### src/rtl/vsc_pkg.sv
package vsc_pkg;

    localparam int unsigned TimeW = 16;
    localparam int unsigned GenW  = 32;

    typedef enum logic [2:0] {
        CMD_BEGIN    = 3'd0,
        CMD_RELEASED = 3'd1,
        CMD_SPEECH   = 3'd2,
        CMD_FINISH   = 3'd3,
        CMD_CANCEL   = 3'd4,
        CMD_ALARM    = 3'd5,
        CMD_RESULT   = 3'd6,
        CMD_TICK     = 3'd7
    } t_cmd_e;

    typedef enum logic [3:0] {
        PH_READY          = 4'd0,
        PH_WAIT           = 4'd1,
        PH_LISTEN         = 4'd2,
        PH_RECOG          = 4'd3,
        PH_DONE           = 4'd4,
        PH_NOVOICE        = 4'd5,
        PH_NOT_UNDERSTOOD = 4'd6,
        PH_TARGET_MISSING = 4'd7,
        PH_ENGINE_MISSING = 4'd8,
        PH_CANCELLED      = 4'd9,
        PH_FAILED         = 4'd10
    } t_phase_e;

    typedef enum logic [2:0] {
        ACT_NONE     = 3'd0,
        ACT_START    = 3'd1,
        ACT_FINISH   = 3'd2,
        ACT_CANCEL   = 3'd3,
        ACT_COMPLETE = 3'd4,
        ACT_READY    = 3'd5
    } t_action_e;

    typedef enum logic [2:0] {
        RC_MATCHED        = 3'd0,
        RC_NO_VOICE       = 3'd1,
        RC_NOT_UNDERSTOOD = 3'd2,
        RC_TARGET_MISSING = 3'd3,
        RC_ENGINE_MISSING = 3'd4,
        RC_ERROR          = 3'd5
    } t_rcode_e;

    typedef enum logic [1:0] {
        REG_RELEASE_TIMEOUT   = 2'd0,
        REG_LISTEN_TIMEOUT    = 2'd1,
        REG_RECOGNIZE_TIMEOUT = 2'd2,
        REG_FEEDBACK_HOLD     = 2'd3
    } t_reg_e;

    localparam logic [TimeW-1:0] RstReleaseTimeout   = 16'd10000;
    localparam logic [TimeW-1:0] RstListenTimeout    = 16'd8000;
    localparam logic [TimeW-1:0] RstRecognizeTimeout = 16'd10000;
    localparam logic [TimeW-1:0] RstFeedbackHold     = 16'd1500;

    typedef struct packed {
        logic [TimeW-1:0] release_timeout;
        logic [TimeW-1:0] listen_timeout;
        logic [TimeW-1:0] recognize_timeout;
        logic [TimeW-1:0] feedback_hold;
    } t_cfg;

    typedef struct packed {
        t_phase_e         phase;
        logic [GenW-1:0]  generation;
        logic [TimeW-1:0] elapsed;
        logic             speech_seen;
    } t_state;

    typedef struct packed {
        logic [2:0]      command;
        logic            engine_ready;
        logic [GenW-1:0] result_generation;
        logic [2:0]      result_code;
        logic [TimeW-1:0] tick_ms;
    } t_item;

    typedef struct packed {
        t_action_e       action;
        logic            accepted;
        t_phase_e        phase_now;
        logic [GenW-1:0] generation_now;
        logic            is_active;
        logic            is_processing;
    } t_result;

endpackage

### src/rtl/vsc_in_if.sv
interface vsc_in_if;
    logic        valid;
    logic        ready;
    logic [2:0]  command;
    logic        engine_ready;
    logic [31:0] result_generation;
    logic [2:0]  result_code;
    logic [15:0] tick_ms;

    modport source (
        output valid, command, engine_ready, result_generation, result_code, tick_ms,
        input  ready
    );
    modport sink (
        input  valid, command, engine_ready, result_generation, result_code, tick_ms,
        output ready
    );
endinterface

### src/rtl/vsc_out_if.sv
interface vsc_out_if;
    logic        valid;
    logic        ready;
    logic [2:0]  action;
    logic        accepted;
    logic [3:0]  phase_now;
    logic [31:0] generation_now;
    logic        is_active;
    logic        is_processing;

    modport source (
        output valid, action, accepted, phase_now, generation_now, is_active, is_processing,
        input  ready
    );
    modport sink (
        input  valid, action, accepted, phase_now, generation_now, is_active, is_processing,
        output ready
    );
endinterface

### src/rtl/voice_session_controller.sv
// Channel    Direction  Beat contents
// i_cmd      in         command, engine_ready, result_generation, result_code, tick_ms
// o_res      out        action, accepted, phase_now, generation_now, is_active, is_processing
// i_cfg_*    in         register index and 16-bit value, written when i_cfg_we is high
//
// Each beat is registered on input; its result and the new session state then load together.
// One beat is taken every cycle while the output is not stalled.
// Reset is synchronous and returns the timeouts to their defaults and the session to ready.
// A stalled output holds its beat while one further command waits in the input register.
module voice_session_controller (
    input  logic        i_clk,
    input  logic        i_rst_n,
    vsc_in_if.sink      i_cmd,
    vsc_out_if.source   o_res,
    input  logic        i_cfg_we,
    input  logic [1:0]  i_cfg_idx,
    input  logic [15:0] i_cfg_data
);
    import vsc_pkg::*;

    t_cfg    cfg;
    t_item   r_item;
    logic    r_in_valid;
    t_state  r_state;
    t_state  n_state;
    t_result r_res;
    t_result n_res;
    logic    r_out_valid;
    logic    advance;
    logic    in_take;

    assign advance = r_in_valid && (!r_out_valid || o_res.ready);
    assign i_cmd.ready = !r_in_valid || advance;
    assign in_take = i_cmd.valid && i_cmd.ready;

    vsc_cfg_regs u_cfg (
        .i_clk      (i_clk),
        .i_rst_n    (i_rst_n),
        .i_cfg_we   (i_cfg_we),
        .i_cfg_idx  (i_cfg_idx),
        .i_cfg_data (i_cfg_data),
        .o_cfg      (cfg)
    );

    vsc_step u_step (
        .i_state  (r_state),
        .i_cfg    (cfg),
        .i_item   (r_item),
        .o_state  (n_state),
        .o_result (n_res)
    );

    always_ff @(posedge i_clk) begin
        if (!i_rst_n) begin
            r_in_valid <= 1'b0;
        end else if (in_take) begin
            r_in_valid <= 1'b1;
        end else if (advance) begin
            r_in_valid <= 1'b0;
        end
    end

    always_ff @(posedge i_clk) begin
        if (in_take) begin
            r_item.command <= i_cmd.command;
            r_item.engine_ready <= i_cmd.engine_ready;
            r_item.result_generation <= i_cmd.result_generation;
            r_item.result_code <= i_cmd.result_code;
            r_item.tick_ms <= i_cmd.tick_ms;
        end
    end

    always_ff @(posedge i_clk) begin
        if (!i_rst_n) begin
            r_state.phase <= PH_READY;
            r_state.generation <= '0;
            r_state.elapsed <= '0;
            r_state.speech_seen <= 1'b0;
            r_out_valid <= 1'b0;
        end else begin
            if (advance) begin
                r_state <= n_state;
                r_out_valid <= 1'b1;
            end else if (o_res.ready) begin
                r_out_valid <= 1'b0;
            end
        end
    end

    always_ff @(posedge i_clk) begin
        if (advance) begin
            r_res <= n_res;
        end
    end

    assign o_res.valid = r_out_valid;
    assign o_res.action = r_res.action;
    assign o_res.accepted = r_res.accepted;
    assign o_res.phase_now = r_res.phase_now;
    assign o_res.generation_now = r_res.generation_now;
    assign o_res.is_active = r_res.is_active;
    assign o_res.is_processing = r_res.is_processing;

    a_state_holds: assert property (@(posedge i_clk) disable iff (!i_rst_n)
        !advance |=> $stable(r_state))
        else $error("session state changed without a command");

    a_start_listens: assert property (@(posedge i_clk) disable iff (!i_rst_n)
        o_res.valid && o_res.action == ACT_START |-> o_res.phase_now == PH_LISTEN)
        else $error("start listening reported outside the listening phase");

    a_begin_gen: assert property (@(posedge i_clk) disable iff (!i_rst_n)
        advance && t_cmd_e'(r_item.command) == CMD_BEGIN && n_res.accepted
        |=> r_state.generation != '0)
        else $error("accepted begin left generation at zero");

    a_result_matches: assert property (@(posedge i_clk) disable iff (!i_rst_n)
        advance |=> r_out_valid && r_res.phase_now == r_state.phase &&
                    r_res.generation_now == r_state.generation)
        else $error("result beat disagrees with session state");

endmodule

### src/rtl/vsc_cfg_regs.sv
module vsc_cfg_regs (
    input  logic          i_clk,
    input  logic          i_rst_n,
    input  logic          i_cfg_we,
    input  logic [1:0]    i_cfg_idx,
    input  logic [15:0]   i_cfg_data,
    output vsc_pkg::t_cfg o_cfg
);
    import vsc_pkg::*;

    t_cfg r_cfg;
    t_cfg n_cfg;

    always_comb begin
        n_cfg = r_cfg;
        if (i_cfg_we) begin
            case (t_reg_e'(i_cfg_idx))
                REG_RELEASE_TIMEOUT:   n_cfg.release_timeout   = i_cfg_data;
                REG_LISTEN_TIMEOUT:    n_cfg.listen_timeout    = i_cfg_data;
                REG_RECOGNIZE_TIMEOUT: n_cfg.recognize_timeout = i_cfg_data;
                REG_FEEDBACK_HOLD:     n_cfg.feedback_hold     = i_cfg_data;
                default:               n_cfg = r_cfg;
            endcase
        end
    end

    always_ff @(posedge i_clk) begin
        if (!i_rst_n) begin
            r_cfg.release_timeout   <= RstReleaseTimeout;
            r_cfg.listen_timeout    <= RstListenTimeout;
            r_cfg.recognize_timeout <= RstRecognizeTimeout;
            r_cfg.feedback_hold     <= RstFeedbackHold;
        end else begin
            r_cfg <= n_cfg;
        end
    end

    assign o_cfg = r_cfg;

endmodule

### src/rtl/vsc_step.sv
module vsc_step (
    input  vsc_pkg::t_state  i_state,
    input  vsc_pkg::t_cfg    i_cfg,
    input  vsc_pkg::t_item   i_item,
    output vsc_pkg::t_state  o_state,
    output vsc_pkg::t_result o_result
);
    import vsc_pkg::*;

    t_state          nxt;
    t_action_e       act;
    logic            acc;
    logic [GenW-1:0] gen_inc;
    logic [TimeW:0]  sum;
    logic [TimeW-1:0] elapsed_sat;
    t_phase_e        listen_end_phase;
    t_action_e       listen_end_act;
    t_phase_e        result_phase;
    logic            code_ok;
    logic            busy;

    assign gen_inc = (i_state.generation == '1) ? GenW'(1) : i_state.generation + GenW'(1);
    assign sum = {1'b0, i_state.elapsed} + {1'b0, i_item.tick_ms};
    assign elapsed_sat = sum[TimeW] ? '1 : sum[TimeW-1:0];
    assign listen_end_phase = i_state.speech_seen ? PH_RECOG : PH_NOVOICE;
    assign listen_end_act = i_state.speech_seen ? ACT_FINISH : ACT_CANCEL;
    assign busy = (i_state.phase inside {PH_WAIT, PH_LISTEN, PH_RECOG});

    always_comb begin
        code_ok = 1'b1;
        case (t_rcode_e'(i_item.result_code))
            RC_MATCHED:        result_phase = PH_DONE;
            RC_NO_VOICE:       result_phase = PH_NOVOICE;
            RC_NOT_UNDERSTOOD: result_phase = PH_NOT_UNDERSTOOD;
            RC_TARGET_MISSING: result_phase = PH_TARGET_MISSING;
            RC_ENGINE_MISSING: result_phase = PH_ENGINE_MISSING;
            RC_ERROR:          result_phase = PH_FAILED;
            default: begin
                result_phase = PH_READY;
                code_ok = 1'b0;
            end
        endcase
    end

    always_comb begin
        nxt = i_state;
        act = ACT_NONE;
        acc = 1'b0;
        case (t_cmd_e'(i_item.command))
            CMD_BEGIN: begin
                if (i_state.phase == PH_READY) begin
                    nxt.generation = gen_inc;
                    nxt.speech_seen = 1'b0;
                    nxt.phase = i_item.engine_ready ? PH_WAIT : PH_ENGINE_MISSING;
                    nxt.elapsed = '0;
                    acc = 1'b1;
                end
            end
            CMD_RELEASED: begin
                if (i_state.phase == PH_WAIT) begin
                    nxt.phase = PH_LISTEN;
                    nxt.elapsed = '0;
                    act = ACT_START;
                end
            end
            CMD_SPEECH: begin
                if (i_state.phase == PH_LISTEN) begin
                    nxt.speech_seen = 1'b1;
                end
            end
            CMD_FINISH: begin
                if (i_state.phase == PH_LISTEN) begin
                    nxt.phase = listen_end_phase;
                    nxt.elapsed = '0;
                    act = listen_end_act;
                end
            end
            CMD_CANCEL: begin
                if (busy) begin
                    nxt.generation = gen_inc;
                    nxt.speech_seen = 1'b0;
                    nxt.phase = PH_CANCELLED;
                    nxt.elapsed = '0;
                    act = ACT_CANCEL;
                end
            end
            CMD_ALARM: begin
                if (i_state.phase != PH_READY) begin
                    nxt.generation = gen_inc;
                    nxt.speech_seen = 1'b0;
                    nxt.phase = PH_READY;
                    nxt.elapsed = '0;
                    act = ACT_CANCEL;
                end
            end
            CMD_RESULT: begin
                if (i_state.phase == PH_RECOG && i_item.result_generation != '0 &&
                    i_item.result_generation == i_state.generation && code_ok) begin
                    nxt.phase = result_phase;
                    nxt.elapsed = '0;
                    nxt.speech_seen = 1'b0;
                    acc = 1'b1;
                end
            end
            default: begin
                if (i_state.phase != PH_READY) begin
                    nxt.elapsed = elapsed_sat;
                    case (i_state.phase)
                        PH_WAIT: begin
                            if (elapsed_sat >= i_cfg.release_timeout) begin
                                nxt.generation = gen_inc;
                                nxt.speech_seen = 1'b0;
                                nxt.phase = PH_CANCELLED;
                                nxt.elapsed = '0;
                                act = ACT_CANCEL;
                            end
                        end
                        PH_LISTEN: begin
                            if (elapsed_sat >= i_cfg.listen_timeout) begin
                                nxt.phase = listen_end_phase;
                                nxt.elapsed = '0;
                                act = listen_end_act;
                            end
                        end
                        PH_RECOG: begin
                            if (elapsed_sat >= i_cfg.recognize_timeout) begin
                                nxt.generation = gen_inc;
                                nxt.speech_seen = 1'b0;
                                nxt.phase = PH_FAILED;
                                nxt.elapsed = '0;
                                act = ACT_CANCEL;
                            end
                        end
                        default: begin
                            if (elapsed_sat >= i_cfg.feedback_hold) begin
                                act = (i_state.phase == PH_DONE) ? ACT_COMPLETE : ACT_READY;
                                nxt.speech_seen = 1'b0;
                                nxt.phase = PH_READY;
                                nxt.elapsed = '0;
                            end
                        end
                    endcase
                end
            end
        endcase
    end

    assign o_state = nxt;
    assign o_result.action = act;
    assign o_result.accepted = acc;
    assign o_result.phase_now = nxt.phase;
    assign o_result.generation_now = nxt.generation;
    assign o_result.is_active = (nxt.phase != PH_READY);
    assign o_result.is_processing = (nxt.phase inside {PH_WAIT, PH_LISTEN, PH_RECOG});

endmodule
### src/flat_wrapper.sv
// flat-port wrapper written by rule: the top's interface ports become plain ports
module voice_session_controller_flat import vsc_pkg::*;
  (i_clk, i_rst_n, i_cfg_we, i_cfg_idx, i_cfg_data, i_cmd_valid, i_cmd_command, i_cmd_engine_ready, i_cmd_result_generation, i_cmd_result_code, i_cmd_tick_ms, i_cmd_ready, o_res_valid, o_res_action, o_res_accepted, o_res_phase_now, o_res_generation_now, o_res_is_active, o_res_is_processing, o_res_ready);
  vsc_in_if i_cmd_i ();
  vsc_out_if o_res_i ();
  input  logic i_clk;
  input  logic i_rst_n;
  input  logic i_cfg_we;
  input  logic [1:0] i_cfg_idx;
  input  logic [15:0] i_cfg_data;
  input wire logic [$bits(i_cmd_i.valid)-1:0] i_cmd_valid;
  input wire logic [$bits(i_cmd_i.command)-1:0] i_cmd_command;
  input wire logic [$bits(i_cmd_i.engine_ready)-1:0] i_cmd_engine_ready;
  input wire logic [$bits(i_cmd_i.result_generation)-1:0] i_cmd_result_generation;
  input wire logic [$bits(i_cmd_i.result_code)-1:0] i_cmd_result_code;
  input wire logic [$bits(i_cmd_i.tick_ms)-1:0] i_cmd_tick_ms;
  output wire logic [$bits(i_cmd_i.ready)-1:0] i_cmd_ready;
  output wire logic [$bits(o_res_i.valid)-1:0] o_res_valid;
  output wire logic [$bits(o_res_i.action)-1:0] o_res_action;
  output wire logic [$bits(o_res_i.accepted)-1:0] o_res_accepted;
  output wire logic [$bits(o_res_i.phase_now)-1:0] o_res_phase_now;
  output wire logic [$bits(o_res_i.generation_now)-1:0] o_res_generation_now;
  output wire logic [$bits(o_res_i.is_active)-1:0] o_res_is_active;
  output wire logic [$bits(o_res_i.is_processing)-1:0] o_res_is_processing;
  input wire logic [$bits(o_res_i.ready)-1:0] o_res_ready;
  assign i_cmd_i.valid = i_cmd_valid;
  assign i_cmd_i.command = i_cmd_command;
  assign i_cmd_i.engine_ready = i_cmd_engine_ready;
  assign i_cmd_i.result_generation = i_cmd_result_generation;
  assign i_cmd_i.result_code = i_cmd_result_code;
  assign i_cmd_i.tick_ms = i_cmd_tick_ms;
  assign i_cmd_ready = i_cmd_i.ready;
  assign o_res_valid = o_res_i.valid;
  assign o_res_action = o_res_i.action;
  assign o_res_accepted = o_res_i.accepted;
  assign o_res_phase_now = o_res_i.phase_now;
  assign o_res_generation_now = o_res_i.generation_now;
  assign o_res_is_active = o_res_i.is_active;
  assign o_res_is_processing = o_res_i.is_processing;
  assign o_res_i.ready = o_res_ready;
  voice_session_controller u_core (.i_clk(i_clk), .i_rst_n(i_rst_n), .i_cmd(i_cmd_i), .o_res(o_res_i), .i_cfg_we(i_cfg_we), .i_cfg_idx(i_cfg_idx), .i_cfg_data(i_cfg_data));
endmodule
### config.mk
export PLATFORM = sky130hd
export DESIGN_NAME = voice_session_controller_flat
export DESIGN_NICKNAME = d
export VERILOG_FILES = /design/src/rtl/vsc_pkg.sv /design/src/rtl/vsc_in_if.sv /design/src/rtl/vsc_out_if.sv /design/src/rtl/voice_session_controller.sv /design/src/rtl/vsc_cfg_regs.sv /design/src/rtl/vsc_step.sv /design/src/flat_wrapper.sv
export SDC_FILE = /design/constraint.sdc
export NUM_CORES = 1
export LEC_CHECK = 0
export BUFFER_PORTS_ARGS = -buffer_cell sky130_fd_sc_hd__buf_2
export CORE_MARGIN = 8
export CORE_UTILIZATION = 60
export DETAILED_ROUTE_END_ITERATION = 6
export GPL_TIMING_DRIVEN = 0
export HOLD_SLACK_MARGIN = 0.03
export PLACE_DENSITY = 0.89
export REMOVE_ABC_BUFFERS = 1
export SYNTH_ARGS = -nofsm -noshare
export SYNTH_HDL_FRONTEND = slang
export SYNTH_HIERARCHICAL = 1
export SYNTH_SLANG_ARGS = --single-unit
### constraint.sdc
create_clock -name i_clk -period 10.13 [get_ports i_clk]
set_input_delay 1.013 -clock i_clk [delete_from_list [all_inputs] [get_ports i_clk]]
set_output_delay 1.013 -clock i_clk [all_outputs]
set_load 0.01 [all_outputs]
# ---- After elaboration in Yosys (flattened, before gate mapping)
# Cells that the tools add are included.
dict set report totals {
  elab_cells 146
  register_bits 216
  out_inout_bits 44
}
dict set report op_classes {
  muxes 51
  n_lt_le_gt_ge 4
  reduce_logical 33
  n_addsub 2
  bitwise 2
  n_eq_ne 33
}
# cell count
set op_table {}
lappend op_table {{$mux W53} 6}
lappend op_table {{$pmux W32 S4} 1}
lappend op_table {{$pmux W16 S7} 1}
lappend op_table {{$ge A16 B16 Y1} 4}
lappend op_table {{$mux W16} 4}
lappend op_table {{$pmux W32 S2} 1}
lappend op_table {{$pmux W16 S3} 1}
lappend op_table {{$mux W17} 2}
lappend op_table {{$add A32 B1 Y32 const B} 1}
lappend op_table {{$eq A32 B32 Y1} 1}
lappend op_table {{$eq A32 B32 Y1 const B} 1}
lappend op_table {{$mux W32} 1}
lappend op_table {{$reduce_bool A32 Y1} 1}
lappend op_table {{$pmux W4 S7} 1}
lappend op_table {{$mux W4} 6}
lappend op_table {{$pmux W4 S6} 1}
lappend op_table {{$add A16 B16 Y17} 1}
lappend op_table {{$eq A4 B2 Y1 const B} 4}
lappend op_table {{$eq A3 B3 Y1 const B} 5}
lappend op_table {{$pmux W3 S5} 1}
lappend op_table {{$ne A2 B2 Y1 const B} 7}
lappend op_table {{$ne A7 B1 Y1 const B} 2}
lappend op_table {{$eq A3 B2 Y1 const B} 4}
lappend op_table {{$mux W2} 6}
lappend op_table {{other kinds (33)} 62}

# ---- Depth between registers and ports, before layout
# Gate-level depths: netlist of the first run.
dict set report depth {
  word_depth 9
  mapped_depth 23
}

# ---- By module
# The synthesis of the first run kept the hierarchy.
# module seq_area_each_um2 area_each_um2 cells_per_inst instances
set modules_own_cells {}
lappend modules_own_cells {vsc_step 0.0 5256.3 807 1}
lappend modules_own_cells {voice_session_controller 4013.8 5171.2 336 1}
lappend modules_own_cells {vsc_cfg_regs 1281.2 2514.9 243 1}

# ---- Worst setup path before layout of the first run
# No wires, ideal clock.
dict set report synth_path {
  path_kind {register to register}
  from {reg u_core/r_item[0] (netlist name)}
  to {reg u_core/r_state[23] (netlist name)}
  arrival_ps 5049
  t_required_ps 10058
  slack_ps 5009
  path_stages_with_launch 24
  n_path_buf 3
  cell_sequence {edfxtp_1 -> ha_1 -> fa_1 -> a211oi_1 -> nor2_1 -> o211ai_1 -> a31o_2 -> o21ai_1 -> a21o_1 -> clkbuf_1 -> o21bai_1 -> ha_1 -> a211oi_1 -> o21ai_0 -> a221o_1 -> a311oi_1 -> nor4_1 -> o21ai_1 -> clkbuf_1 -> o21ai_1 -> a211oi_1 -> buf_4 -> nand2_1 -> mux2i_1}
}
# item line
set synth_lines {}
lappend synth_lines {{start, declared} voice_session_controller.sv:22} ;# t_item r_item;
lappend synth_lines {{end signal, assigned} voice_session_controller.sv:82} ;# r_state <= n_state;
lappend synth_lines {{end, declared} voice_session_controller.sv:24} ;# t_state r_state;

==> results of run 1 <==
==> per-layer routing <==
layer | up-vias | GRT usage [%]
met5 | - | 0
met4 | 0 | 10.34
met3 | 127 | 4.601
met2 | 600 | 38.93
met1 | 4986 | 30.94
li1 | 5003 | -
==> cells by family (layout without fill, tap and decap cells) <==
| logic type | count (synthesis) | in the layout | share of synthesized area, % |
|---|---|---|---|
| AOI/OAI and AO/OA | 264 | 264 | 13.41 |
| xor gates and xnor gates | 48 | 48 | 3.248 |
| adders and majority gates | 82 | 82 | 7.985 |
| buffers and inverters | 196 | 252 | 7.976 |
| DFF | 216 | 216 | 40.91 |
| muxes | 114 | 114 | 8.817 |
| and+or+nand+nor | 466 | 466 | 17.65 |
==> placed cells by master (no fill, tap or decap), types with 13 or more instances in the layout <==
cell / n
o21ai_0: 50
and3_1: 15
inv_1: 81
nor4_1: 20
xor2_1: 44
mux2i_1: 114
a21oi_1: 67
a22o_1: 15
a31oi_1: 16
nand2_1: 218
o211ai_1: 13
nor3_1: 28
edfxtp_1: 97
buf_2: 121
nor2b_1: 29
nand3_1: 31
clkbuf_16: 23
dfxtp_1: 119
ha_1: 81
nor2_1: 46
==> per-stage QoR <==
| stage | cell area (um^2) | hold WS, ns |
|---|---|---|
| 2_1_floorplan | 12220 | 0.4347 |
| 3_3_place_gp | 13170 | 0.4427 |
| 3_5_place_dp | 13310 | 0.4498 |
| 4_1_cts | 14010 | 0.4613 |
| 5_1_grt | 14020 | 0.4724 |
| 6_report | 14020 | 0.4618 |
==> how the worst max path moves through the flow <==
stage                     startpoint                 end  depth (start not counted)
floorplan           u_core/r_item[0]  u_core/r_state[18]                         20
global placement    u_core/r_item[0]  u_core/r_state[18]                         20
detailed placement  u_core/r_item[0]  u_core/r_state[12]                         20
CTS                 u_core/r_item[0]  u_core/r_state[12]                         20
global route        u_core/r_item[0]  u_core/r_state[18]                         21
finish              u_core/r_item[0]  u_core/r_state[44]                         21
==> worst reg2reg max path, stage by stage, from the launching register on <==
cell and delay, ns:
edfxtp_1 0.38, ha_1 0.25, fa_1 0.42, a211oi_1 0.24
nor2_1 0.13, o211ai_1 0.34, a31o_2 0.25, o21ai_1 0.08
a21o_1 0.36, nand2b_1 0.37, ha_1 0.26, or2_0 0.26
a2111oi_0 0.43, o21ai_0 0.25, a211oi_1 0.56, nor4_1 0.15
o21ai_2 0.59, buf_6 0.26, and2_1 0.48, o22ai_1 0.20
nand2_1 0.11, mux2i_1 0.08
==> cells in the mapped netlist, drive strengths merged (8+ instances only) <==
cell,number
nand3,32
a22o,15
nand2,218
nor2,46
a21o,11
and4,9
o21ai,54
ha,81
nor3,28
and3,15
a31oi,17
buf,65
nor2b,31
a211oi,12
dfxtp,119
a211o,8
xor2,44
o31ai,10
edfxtp,97
o211ai,13
o22ai,10
nand2b,11
or2,11
and2,8
a21oi,68
nand4,12
mux2i,114
inv,81
clkbuf,49
nor4,21
==> flip-flops by register name (all words and copies together), names as in the netlist <==
register                     count
u_core/r_item                   55
u_core/o_res.is_active           1
u_core/r_state                  53
u_core/o_res.accepted            1
u_core/o_res.action              3
u_core/o_res.generation_now     32
u_core/o_res.valid               1
u_core/r_in_valid                1
u_core/u_cfg/o_cfg              64
u_core/o_res.is_processing       1
u_core/o_res.phase_now           4
==> area by class of cell <==
| cell class | instances | share of cell area [%] |
|---|---|---|
| Multi-Input combinational cell | 974 | 47.30 |
| Sequential cell | 216 | 37.77 |
| Timing Repair Buffer | 128 | 5.302 |
| Clock buffer | 30 | 4.293 |
| Tap cell | 275 | 2.454 |
| Inverter | 82 | 2.196 |
| Clock inverter | 12 | 0.6873 |
==> power by group through the flow <==
stage / logic [mW] / registers (mW) / clock network, mW
final: 0.200 / 0.966 / 0.794
after global routing: 0.217 / 0.968 / 0.840
after CTS: 0.196 / 0.965 / 0.807
after detailed placement: 0.194 / 0.983 / 0
after global placement: 0.183 / 0.984 / 0
after floorplan: 0.112 / 0.981 / 0
==> results.sh, run 1 <==
export IMPL_fillers=1584
export IMPL_power_frac_seq_pct=49.3
export IMPL_cp_max_fo=16
export IMPL_hold_buffers=0
export IMPL_syn_area_um2=12940
export IMPL_die_x_um=162.9
export IMPL_path_class="flip-flop to flip-flop"
export IMPL_max_freq_mhz=151.6
export IMPL_firstDrtPassIters=6
export IMPL_first_global_vias=10280
export IMPL_drc=0
export IMPL_synth_warnings=6
export IMPL_worstReg2RegEnd="u_core/r_state[44]"
export IMPL_synth_cells=1386
export IMPL_status="completed"
export IMPL_finalHoldViolCount=0
export IMPL_vias=10716
export IMPL_fin_crit_ns=6.596
export IMPL_clk_pin_slew_ns=0.06
export IMPL_grt_max_degree=129
export IMPL_finalPower_mw=1.960
export IMPL_antenna_found_initial=0
export IMPL_path_buf_inv=1
export IMPL_arrival_ns=6.97
export IMPL_reg2reg_depth=21
export IMPL_globalRouteTotalUtil_pct=24.05
export IMPL_clock_skew_ns=0.01510
export IMPL_postRouteWirelength_um=33160
export IMPL_tritoncts="done"
export IMPL_cts_htree_levels=1
export IMPL_p_per_area_nw_per_um2=139.8
export IMPL_synth_top_area_share_pct=22.51
export IMPL_synthArstFlopShare_pct=0
export IMPL_die_area_um2=26530
export IMPL_path_delay_family="compound AO/OA/AOI/OAI gates"
export IMPL_dr_max_layer_used="met4"
export IMPL_cellLeakagePower_nw=5.819
export IMPL_maxSlewViolCount=0
export IMPL_met2_length_um=15180
export IMPL_synth_edf_count=97
export IMPL_hold_path_class="flip-flop to flip-flop"
export IMPL_synth_area_leader_cell="edfxtp_1"
export IMPL_internal_power_mw=1.468
export IMPL_switching_share_pct=25.12
export IMPL_cts_sinks=216
export IMPL_gp_congestion=0.9327
export IMPL_synth_area_top_cells="edfxtp_1, dfxtp_1, mux2i_1"
export IMPL_hp_start="u_core/u_cfg/o_cfg[36]"
export IMPL_power_frac_comb_pct=10.2
export IMPL_place_inst=1675
export IMPL_ant_nets=0
export IMPL_wl_met3_um=3247
export IMPL_cts_root_buffer="clkbuf_16"
export IMPL_ios=122
export IMPL_area_delta_synth_final_pct=8.314
export IMPL_power_switching_mw=0.4923
export IMPL_cts_inserted_buffers=23
export IMPL_cp_end_kind="flip-flop"
export IMPL_max_stage_delay_ns=0.59
export IMPL_start_kind="flip-flop"
export IMPL_p_clk_share_pct=40.5
export IMPL_hold_end="u_core/u_cfg/o_cfg[36]"
export IMPL_crit_chain="ha_1, fa_1, a211oi_1, nor2_1, o211ai_1, a31o_2, o21ai_1, a21o_1, nand2b_1, ha_1, or2_0, a2111oi_0, o21ai_0, a211oi_1, nor4_1, o21ai_2, buf_6, and2_1, o22ai_1, nand2_1, mux2i_1"
export IMPL_hpwl_um=23610
export IMPL_ys_flop_type="dfxtp_1"
export IMPL_ir_drop_v=0.0001473
export IMPL_fin_crit_sh_pct=65.11
export IMPL_fp_dieH_um=162.9
export IMPL_pre_cts_slack_ns=3.371
export IMPL_coreArea_um2=21090
export IMPL_tns_ns=0
export IMPL_syn_area_per_cell_um2=9.338
export IMPL_drt_iter0_drc=1039
export IMPL_portBuffers=121
export IMPL_crit_slowest_cell="o21ai_2"
export IMPL_yosysSeqAreaShare_pct=40.91
export IMPL_cts_setup_buffers=0
export IMPL_start_util_pct=61.37
export IMPL_maxCapViolCount=0
export IMPL_ys_types=79
export IMPL_grt_pass1_wl_um=52230
export IMPL_multi_input_comb_area_um2=6630
export IMPL_cts_buffer_depth=3
export IMPL_worstSkewPairLatency_ns=0.53
export IMPL_stdcell_count=1717
export IMPL_rsz0062_at_grt="false"
export IMPL_ff_latch_area_um2=5295
export IMPL_grt_overflow_total=0
export IMPL_setup_ws_ns=3.534
export IMPL_rrSetupSlack_ns=3.53
export IMPL_cp_required_ns=10.50
export IMPL_drive_above_1_share_pct=12.83
export IMPL_reg2reg_from="u_core/r_item[0]"
export IMPL_antenna_cells=0
export IMPL_slew_limit_headroom_pct=4.301
export IMPL_setup_viol=0
export IMPL_tightest_slew_ns=1.425
export IMPL_wl_per_cell_um=19.31
export IMPL_hold_path_cell_count=2
export IMPL_utilization_pct=66.48
export IMPL_post_cts_resized=0
export IMPL_viasPerCell=6.241
export IMPL_num_rows=53
export IMPL_synth_seq_cells=216
export IMPL_met1Wirelength_um=13370
export IMPL_final_net_count=1585
(Power assumes the default switching activity.)
==> inputs of run 2 (changes only) <==
==> constraint.sdc (replaced) <==
create_clock -name i_clk -period 6.2 [get_ports i_clk]
set_input_delay 0.62 -clock i_clk [delete_from_list [all_inputs] [get_ports i_clk]]
set_output_delay 0.62 -clock i_clk [all_outputs]
set_load 0.01 [all_outputs]
==> run 2 against run 1 <==
Compared with the run above:
- the run now ends with max-capacitance violations left
- via count up 0.35%
- non-clock buffer count up 2
- cell count up 0.12%
- clock skew up 0.00089 ns
- worst setup slack worse by 3.2 ns
- sequential share of layout area down 0.18 points
- total power up 63%
- combinational power up 64%
- highest routed layer unchanged
- sequential power up 64%
- largest power group unchanged
- first-iteration DRC count up 9.1%
==> results.sh, run 2 (synthesis gave the netlist of run 1 again) <==
export IMPL_status="complete, but fails checks"
export IMPL_violations="max-capacitance violations"
export IMPL_fillers=1575
export IMPL_hpwl_um=23610
export IMPL_final_net_count=1587
export IMPL_cp_max_fo=16
export IMPL_path_class="flip-flop to flip-flop"
export IMPL_max_stage_delay_ns=0.44
export IMPL_fin_crit_sh_pct=95.18
export IMPL_start_util_pct=61.37
export IMPL_drt_iter0_drc=1134
export IMPL_die_x_um=162.9
export IMPL_start_kind="flip-flop"
export IMPL_cp_common_cell="ha_1"
export IMPL_ant_nets=0
export IMPL_setup_viol=0
export IMPL_fp_dieH_um=162.9
export IMPL_wl_per_cell_um=19.36
export IMPL_area_delta_synth_final_pct=8.827
export IMPL_path_buf_inv=1
export IMPL_num_rows=53
export IMPL_fin_crit_ns=5.901
export IMPL_tightest_slew_ns=1.461
export IMPL_firstDrtPassIters=5
export IMPL_max_freq_mhz=169.5
export IMPL_drive_above_1_share_pct=13.37
export IMPL_clk_pin_slew_ns=0.06
export IMPL_viasPerCell=6.256
export IMPL_grt_pass1_wl_um=52270
export IMPL_largest_reg_flops=64
export IMPL_cts_buffer_depth=3
export IMPL_hold_end="u_core/r_item[45]"
export IMPL_layout_common_cells="nand2_1, buf_2, dfxtp_1"
export IMPL_globalRouteTotalUtil_pct=24.05
export IMPL_grt_max_degree=129
export IMPL_cts_inserted_buffers=23
export IMPL_setup_ws_ns=0.2987
export IMPL_finalHoldViolCount=0
export IMPL_maxCapViolCount=1
export IMPL_antenna_found_initial=0
export IMPL_postRouteWirelength_um=33280
export IMPL_gp_congestion=0.9327
export IMPL_pre_cts_slack_ns=-0.5590
export IMPL_slew_limit_headroom_pct=1.876
export IMPL_final_common_cell="nand2_1"
export IMPL_antenna_cells=0
export IMPL_drc=0
export IMPL_hold_path_cell_count=1
export IMPL_finalPower_mw=3.204
export IMPL_cts_sinks=216
export IMPL_ir_drop_v=0.0002407
export IMPL_maxSlewViolCount=0
export IMPL_rrSetupSlack_ns=0.30
export IMPL_hold_path_class="primary input to flip-flop"
export IMPL_coreArea_um2=21090
export IMPL_ios=122
export IMPL_rsz0062_at_grt="false"
export IMPL_portBuffers=121
export IMPL_reg2reg_depth=21
export IMPL_first_global_vias=10277
export IMPL_reg2reg_from="u_core/r_item[0]"
export IMPL_cts_htree_levels=1
export IMPL_cp_end_kind="flip-flop"
export IMPL_crit_slowest_cell="or2_2"
export IMPL_die_area_um2=26530
export IMPL_grt_overflow_total=0
export IMPL_clock_skew_ns=0.01599
export IMPL_hold_buffers=0
export IMPL_vias=10754
export IMPL_hp_start="i_cmd_result_generation[26]"
export IMPL_arrival_ns=6.28
export IMPL_p_per_area_nw_per_um2=227.5
export IMPL_cellLeakagePower_nw=5.847
export IMPL_path_delay_family="compound AO/OA/AOI/OAI gates"
export IMPL_cts_root_buffer="clkbuf_16"
export IMPL_cp_required_ns=6.57
export IMPL_worstReg2RegEnd="u_core/r_state[44]"
export IMPL_tritoncts="done"
export IMPL_crit_chain="ha_1, fa_1, a211oi_1, nor2_1, o211ai_1, a31o_2, o21ai_1, a21o_1, or2_2, ha_1, or2_0, a2111oi_0, o21ai_0, a211oi_2, nor4_1, o21ai_2, buf_6, and2_2, o22ai_1, nand2_1, mux2i_1"
export IMPL_worstSkewPairLatency_ns=0.53
[run 2: changes by cell type in the layout (fill, tap and decap cells not counted), sizes merged]
cell  previous run  this run
buf            128       130
[run 2: timing repair]
item | CTS | global route
pin swaps | 1 | 1
setup buffers | 1 | 1
gates resized for setup | 2 | 7
endpoints found under the setup margin | 35 | 42
[run 2: per-stage QoR]
step           cell area (um^2)  TNS [ns]  cells  hold slack, ns  util, %
2_1_floorplan             12220         0   1272          0.4347        -
3_3_place_gp              13170    -32.32   1668          0.4427    62.44
3_5_place_dp              13310    -9.705   1675          0.4498    63.12
4_1_cts                   14030         0   1718          0.2506    66.54
5_1_grt                   14080         0   1719          0.2479    66.79
6_report                  14080         0   1719          0.2616    66.79
[run 2: area by class of cell]
class	count	area [um^2]	share of cell area, %
multi-input combinational	974	6669	47.35
timing repair buffer	130	770.7	5.472
inverter	82	307.8	2.185
tap	275	344.1	2.443
clock inverter	12	96.34	0.6840
clock buffer	30	601.8	4.273
sequential	216	5295	37.59
[run 2: worst max-delay path by stage]
| stage | startpoint | cells past startpoint | slack, ns | endpoint |
|---|---|---|---|---|
| final | u_core/r_item[0] | 21 | 0.30 | u_core/r_state[44] |
| after global routing | u_core/r_item[0] | 21 | 0.04 | u_core/r_state[45] |
| after CTS | u_core/r_item[0] | 20 | 0.12 | u_core/r_state[12] |
| after detailed placement | u_core/r_item[0] | 20 | -0.56 | u_core/r_state[12] |
| after global placement | u_core/r_item[0] | 20 | -0.87 | u_core/r_state[18] |
| after floorplan | u_core/r_item[0] | 20 | 0.78 | u_core/r_state[18] |
[run 2: layer usage]
| metal | track usage (%) | routed length, um | vias up |
|---|---|---|---|
| li1 | - | - | 5017 |
| met1 | 30.91 | 13430 | 5025 |
| met2 | 38.87 | 15260 | 595 |
| met3 | 4.702 | 3251 | 117 |
| met4 | 10.34 | 1345 | 0 |
| met5 | 0 | 0 | - |
[run 2: where the power goes]
part	internal (mW)	switching, mW
Clock	0.730	0.567
Combinational	0.127	0.202
Sequential	1.54	0.0361
